`src/rtl/core/qkde_pkg.sv`:
```
package qkde_pkg;

  localparam int MAX_ITEMS = 64;
  localparam int IDX_W     = 6;
  localparam int CNT_W     = 7;
  localparam int PADDR_W   = 2 * IDX_W;
  localparam int KEY_W     = 47;
  localparam int SUM_W     = 53;
  localparam int CAP_W     = 22;
  localparam int WS_W      = 23;
  localparam int ACC_W     = 22;

  localparam logic [2:0] OP_LOAD_ITEM = 3'd0;
  localparam logic [2:0] OP_LOAD_PEN  = 3'd1;
  localparam logic [2:0] OP_ADD       = 3'd2;
  localparam logic [2:0] OP_REMOVE    = 3'd3;
  localparam logic [2:0] OP_QUERY     = 3'd4;
  localparam logic [2:0] OP_CLEAR     = 3'd5;

  localparam logic [1:0] ST_OK       = 2'd0;
  localparam logic [1:0] ST_CONFLICT = 2'd1;
  localparam logic [1:0] ST_OVER     = 2'd2;
  localparam logic [1:0] ST_INDEX    = 2'd3;

  localparam logic [1:0] CFG_BUDGET = 2'd0;
  localparam logic [1:0] CFG_ACTIVE = 2'd1;

  typedef struct packed {
    logic capture;
    logic rd_item;
    logic check;
    logic load_item;
    logic pen_wr0;
    logic pen_wr1;
    logic walk_clr;
    logic walk_step;
    logic commit_add;
    logic commit_rem;
    logic clear;
    logic finish;
  } qkde_cmd_t;

  typedef struct packed {
    logic [2:0] op;
    logic [1:0] code;
    logic       walk_done;
    logic       out_busy;
  } qkde_stat_t;

endpackage

```
`src/rtl/core/qkde_ctrl.sv`:
```
module qkde_ctrl (
  input  logic                clk,
  input  logic                rst,
  input  logic                in_valid,
  output logic                in_ready,
  input  qkde_pkg::qkde_stat_t st,
  output qkde_pkg::qkde_cmd_t  cmd
);

  typedef enum logic [3:0] {
    S_IDLE, S_READ, S_CHECK, S_BRANCH, S_PEN2, S_WALK, S_DRAIN, S_COMMIT, S_DONE
  } state_t;

  state_t state, state_next;

  always_comb begin
    cmd        = '0;
    state_next = state;
    unique case (state)
      S_IDLE: begin
        if (in_valid) begin
          cmd.capture = 1'b1;
          state_next  = S_READ;
        end
      end
      S_READ: begin
        cmd.rd_item = 1'b1;
        state_next  = S_CHECK;
      end
      S_CHECK: begin
        cmd.check  = 1'b1;
        state_next = S_BRANCH;
      end
      S_BRANCH: begin
        state_next = S_DONE;
        if (st.code == qkde_pkg::ST_OK) begin
          case (st.op) inside
            qkde_pkg::OP_LOAD_ITEM: cmd.load_item = 1'b1;
            qkde_pkg::OP_LOAD_PEN: begin
              cmd.pen_wr0 = 1'b1;
              state_next  = S_PEN2;
            end
            qkde_pkg::OP_ADD, qkde_pkg::OP_REMOVE: begin
              cmd.walk_clr = 1'b1;
              state_next   = S_WALK;
            end
            qkde_pkg::OP_CLEAR: cmd.clear = 1'b1;
            default: ;
          endcase
        end
      end
      S_PEN2: begin
        cmd.pen_wr1 = 1'b1;
        state_next  = S_DONE;
      end
      S_WALK: begin
        if (st.walk_done) state_next = S_DRAIN;
        else cmd.walk_step = 1'b1;
      end
      S_DRAIN: state_next = S_COMMIT;
      S_COMMIT: begin
        if (st.op == qkde_pkg::OP_ADD) cmd.commit_add = 1'b1;
        else cmd.commit_rem = 1'b1;
        state_next = S_DONE;
      end
      S_DONE: begin
        if (!st.out_busy) begin
          cmd.finish = 1'b1;
          state_next = S_IDLE;
        end
      end
      default: state_next = S_IDLE;
    endcase
  end

  assign in_ready = (state == S_IDLE);

  always_ff @(posedge clk) begin
    if (rst) state <= S_IDLE;
    else state <= state_next;
  end

endmodule

```
`config.mk`:
```
export PLATFORM = sky130hd
export DESIGN_NAME = qkde_ctrl
export DESIGN_NICKNAME = d
export VERILOG_FILES = /design/src/rtl/core/qkde_pkg.sv /design/src/rtl/core/qkde_ctrl.sv
export SDC_FILE = /design/constraint.sdc
export NUM_CORES = 1
export LEC_CHECK = 0
export BUFFER_PORTS_ARGS = -buffer_cell sky130_fd_sc_hd__clkbuf_2
export CAP_MARGIN = 10
export CORE_AREA = 8 8 45 47
export DETAILED_ROUTE_END_ITERATION = 8
export DIE_AREA = 0 0 53 55
export HOLD_SLACK_MARGIN = 0.06
export SLEW_MARGIN = 20
export SYNTH_ARGS = -nofsm -noshare
export SYNTH_HDL_FRONTEND = slang
export SYNTH_SLANG_ARGS = --single-unit
```
`constraint.sdc`:
```
create_clock -name clk -period 3.55 [get_ports clk]
set_input_delay 0.355 -clock clk [delete_from_list [all_inputs] [get_ports clk]]
set_output_delay 0.355 -clock clk [all_outputs]
set_load 0.05 [all_outputs]
```
==> reports/qor.csv <==
metric,value,unit
status,finished clean,
min_to,state[3],
ctsHoldBuffers,0,
synth_seq_cells,4,
r2r_slack,2.11,ns
synthAdderAreaFrac,0,%
final_common_cell,clkbuf_2,
cp_max_fo,13,
timing.rr.end,state[2],
reg_top3,state x4,
clockBufferDepth,2,
clockRootBuffer,clkbuf_4,
synth_top_family_by_area,simple AND/OR/NAND/NOR gates,
syn-num-nets,58,
grt.total_usage,8.03,%
dr.pass1.iters,3,
yosysSeqAreaShare,21.7,%
fin_util,35.9,%
grt_pass1_wl,1790,um
io_buffer_count,22,
rsz0062_at_grt,no,
postRouteAntennaNets,0,
maxSlewHeadroom,73.5,%
period_needed,2.23,ns
numCtsBuffers,3,
muxShareOfSynthArea,0,%
cap_violations,0,
hold_path_startpoint,rst,
finalMaxSlewViolations,0,
layout.nets,81,
grt_max_degree,14,
synth_top_area_cell,dfxtp_1,
core-area,1380,um2
die_h,55,um
hold_class,input pin to flip-flop,
ctsResizeCount,0,
first_iter_violations,4,
syn_avg_cell_area,7.69,um2
finalSetupTns,0,ns
start_util,26.7,%
cts_setup_buffers,0,
die_area,2920,um2
grt_pass1_vias,434,
cp_data_required_time,3.19,ns
yosys_warnings,0,
die_w,53,um
ir_drop,0.000201,V
reg2reg_from,state[1],
rows,14,
ios,23,
clock_skew,0.00126,ns
synth.area.top_cells,"dfxtp_1 22%, nor4bb_1 5.4%, nor2_1 5.1%, nor4_1 5.1%, nor4b_1 4.7%",
timing.fmax,0.448,GHz
leakagePower,0.224,nW
place_congestion,0.750,
yosysUniqueCellTypes,31,
worst_skew_pair.late_latency,0.24,ns
via_per_inst,5.07,
path_class,flip-flop to primary output,
endpoint_kind,primary output,
period_share,62.9,%
synth_compound_area_share,15.6,%
worstRegToRegCells,3,
crit_arrival,1.88,ns
antenna_found_initial,0,
worst_setup_path_start_kind,flip-flop,
syn_to_final_growth,34.6,%
drive_gt1_share,39.1,%
clk_pin_slew,0.04,ns
cts_tree,built,
drc,0,
drt-total-wl,1090,um
layout_common_cells,"22 x clkbuf_2, 5 x nor2_1, 4 x dfxtp_1",
setup_viol,0,
largest_reg_flops,4,
syn_inst,48,
p_per_area,351,nW/um2
via_count,431,
yosys.area_share.simple,51.5,%
hold_depth,2,
synth_top_cell_area_share,21.7,%
total_power,0.174,mW
synth_xor_xnor_area_share,2.37,%
clkSinkCount,4,
top_register,state,
hpwlAfterDp,852,um
hold_violations,0,
worst_slew_pin_slew,0.394,ns
h-tree-depth,1,
routedWlPerCell,12.8,um
overflow,0,
fillCellCount,159,
syn-cell-area,369,um2
diodes,0,
-- routing by layer --
layer	track usage, %	share of wire [%]
met3	4.01	4.1
met1	8.97	46
met2	13.1	50
met4	2.59	0
met5	0	0
-- area by class of cell --
class / count / area (um2) / area share (%)
Multi-Input combinational cell: 38 / 256 / 51.6
Sequential cell: 4 / 80.1 / 16.1
Timing Repair Buffer: 22 / 110 / 22.2
Clock buffer: 3 / 22.5 / 4.53
Tap cell: 16 / 20.0 / 4.03
Inverter: 2 / 7.51 / 1.51
-- power by group --
part           internal, mW  total (mW)  switching (mW)
sequential           0.0480      0.0562         0.00827
combinational        0.0186      0.0574          0.0388
clock                0.0381      0.0608          0.0227
-- cell families (layout without fill, tap and decap cells) --
| family | Yosys count | after routing |
|---|---|---|
| xor+xnor | 1 | 1 |
| flops | 4 | 4 |
| compound gates | 7 | 7 |
| buf+inv | 6 | 27 |
| simple gates | 30 | 30 |
-- critical path: stages, from the launching register on --
cell and delay, ns:
dfxtp_1 0.55, nand4bb_1 0.21, or2_2 0.37, nor3b_1 0.20
clkbuf_2 0.30
-- Yosys cell counts (all sizes together) --
master,n
a32o,1
nand2b,1
nand4bb,1
and2,1
a211oi,1
o41ai,1
clkbuf,1
o31ai,1
nand2,2
nand3,1
a31oi,1
xor2,1
nor3,3
or3b,1
nor4bb,2
nor2b,1
or2,1
inv,2
nor4,3
nand4b,1
or4,1
or3,1
o32ai,1
nor3b,1
and3,2
nor2,5
buf,3
dfxtp,4
nor4b,2
o31a,1
-- worst max-delay path by stage --
stage          startpoint      end  slack (ns)  depth (start not counted)
2_1_floorplan    state[2]  cmd[11]        0.54                          3
3_3_place_gp        st[3]   cmd[7]        1.56                          5
3_5_place_dp        st[3]   cmd[7]        1.55                          5
4_1_cts          state[1]   cmd[7]        1.30                          4
5_1_grt          state[1]   cmd[7]        1.17                          4
6_report         state[1]   cmd[7]        1.32                          4
-- stage by stage --
step	setup slack, ns	instance area [um2]	hold WS [ns]	cells
detailed placement	1.55	474	0.578	82
CTS	1.30	497	0.325	85
finish	1.32	497	0.327	85
global placement	1.56	474	0.578	82
floorplan	0.543	369	0.424	48
global route	1.17	497	0.329	85
No activity file was read; power rests on OpenSTA's default activity.
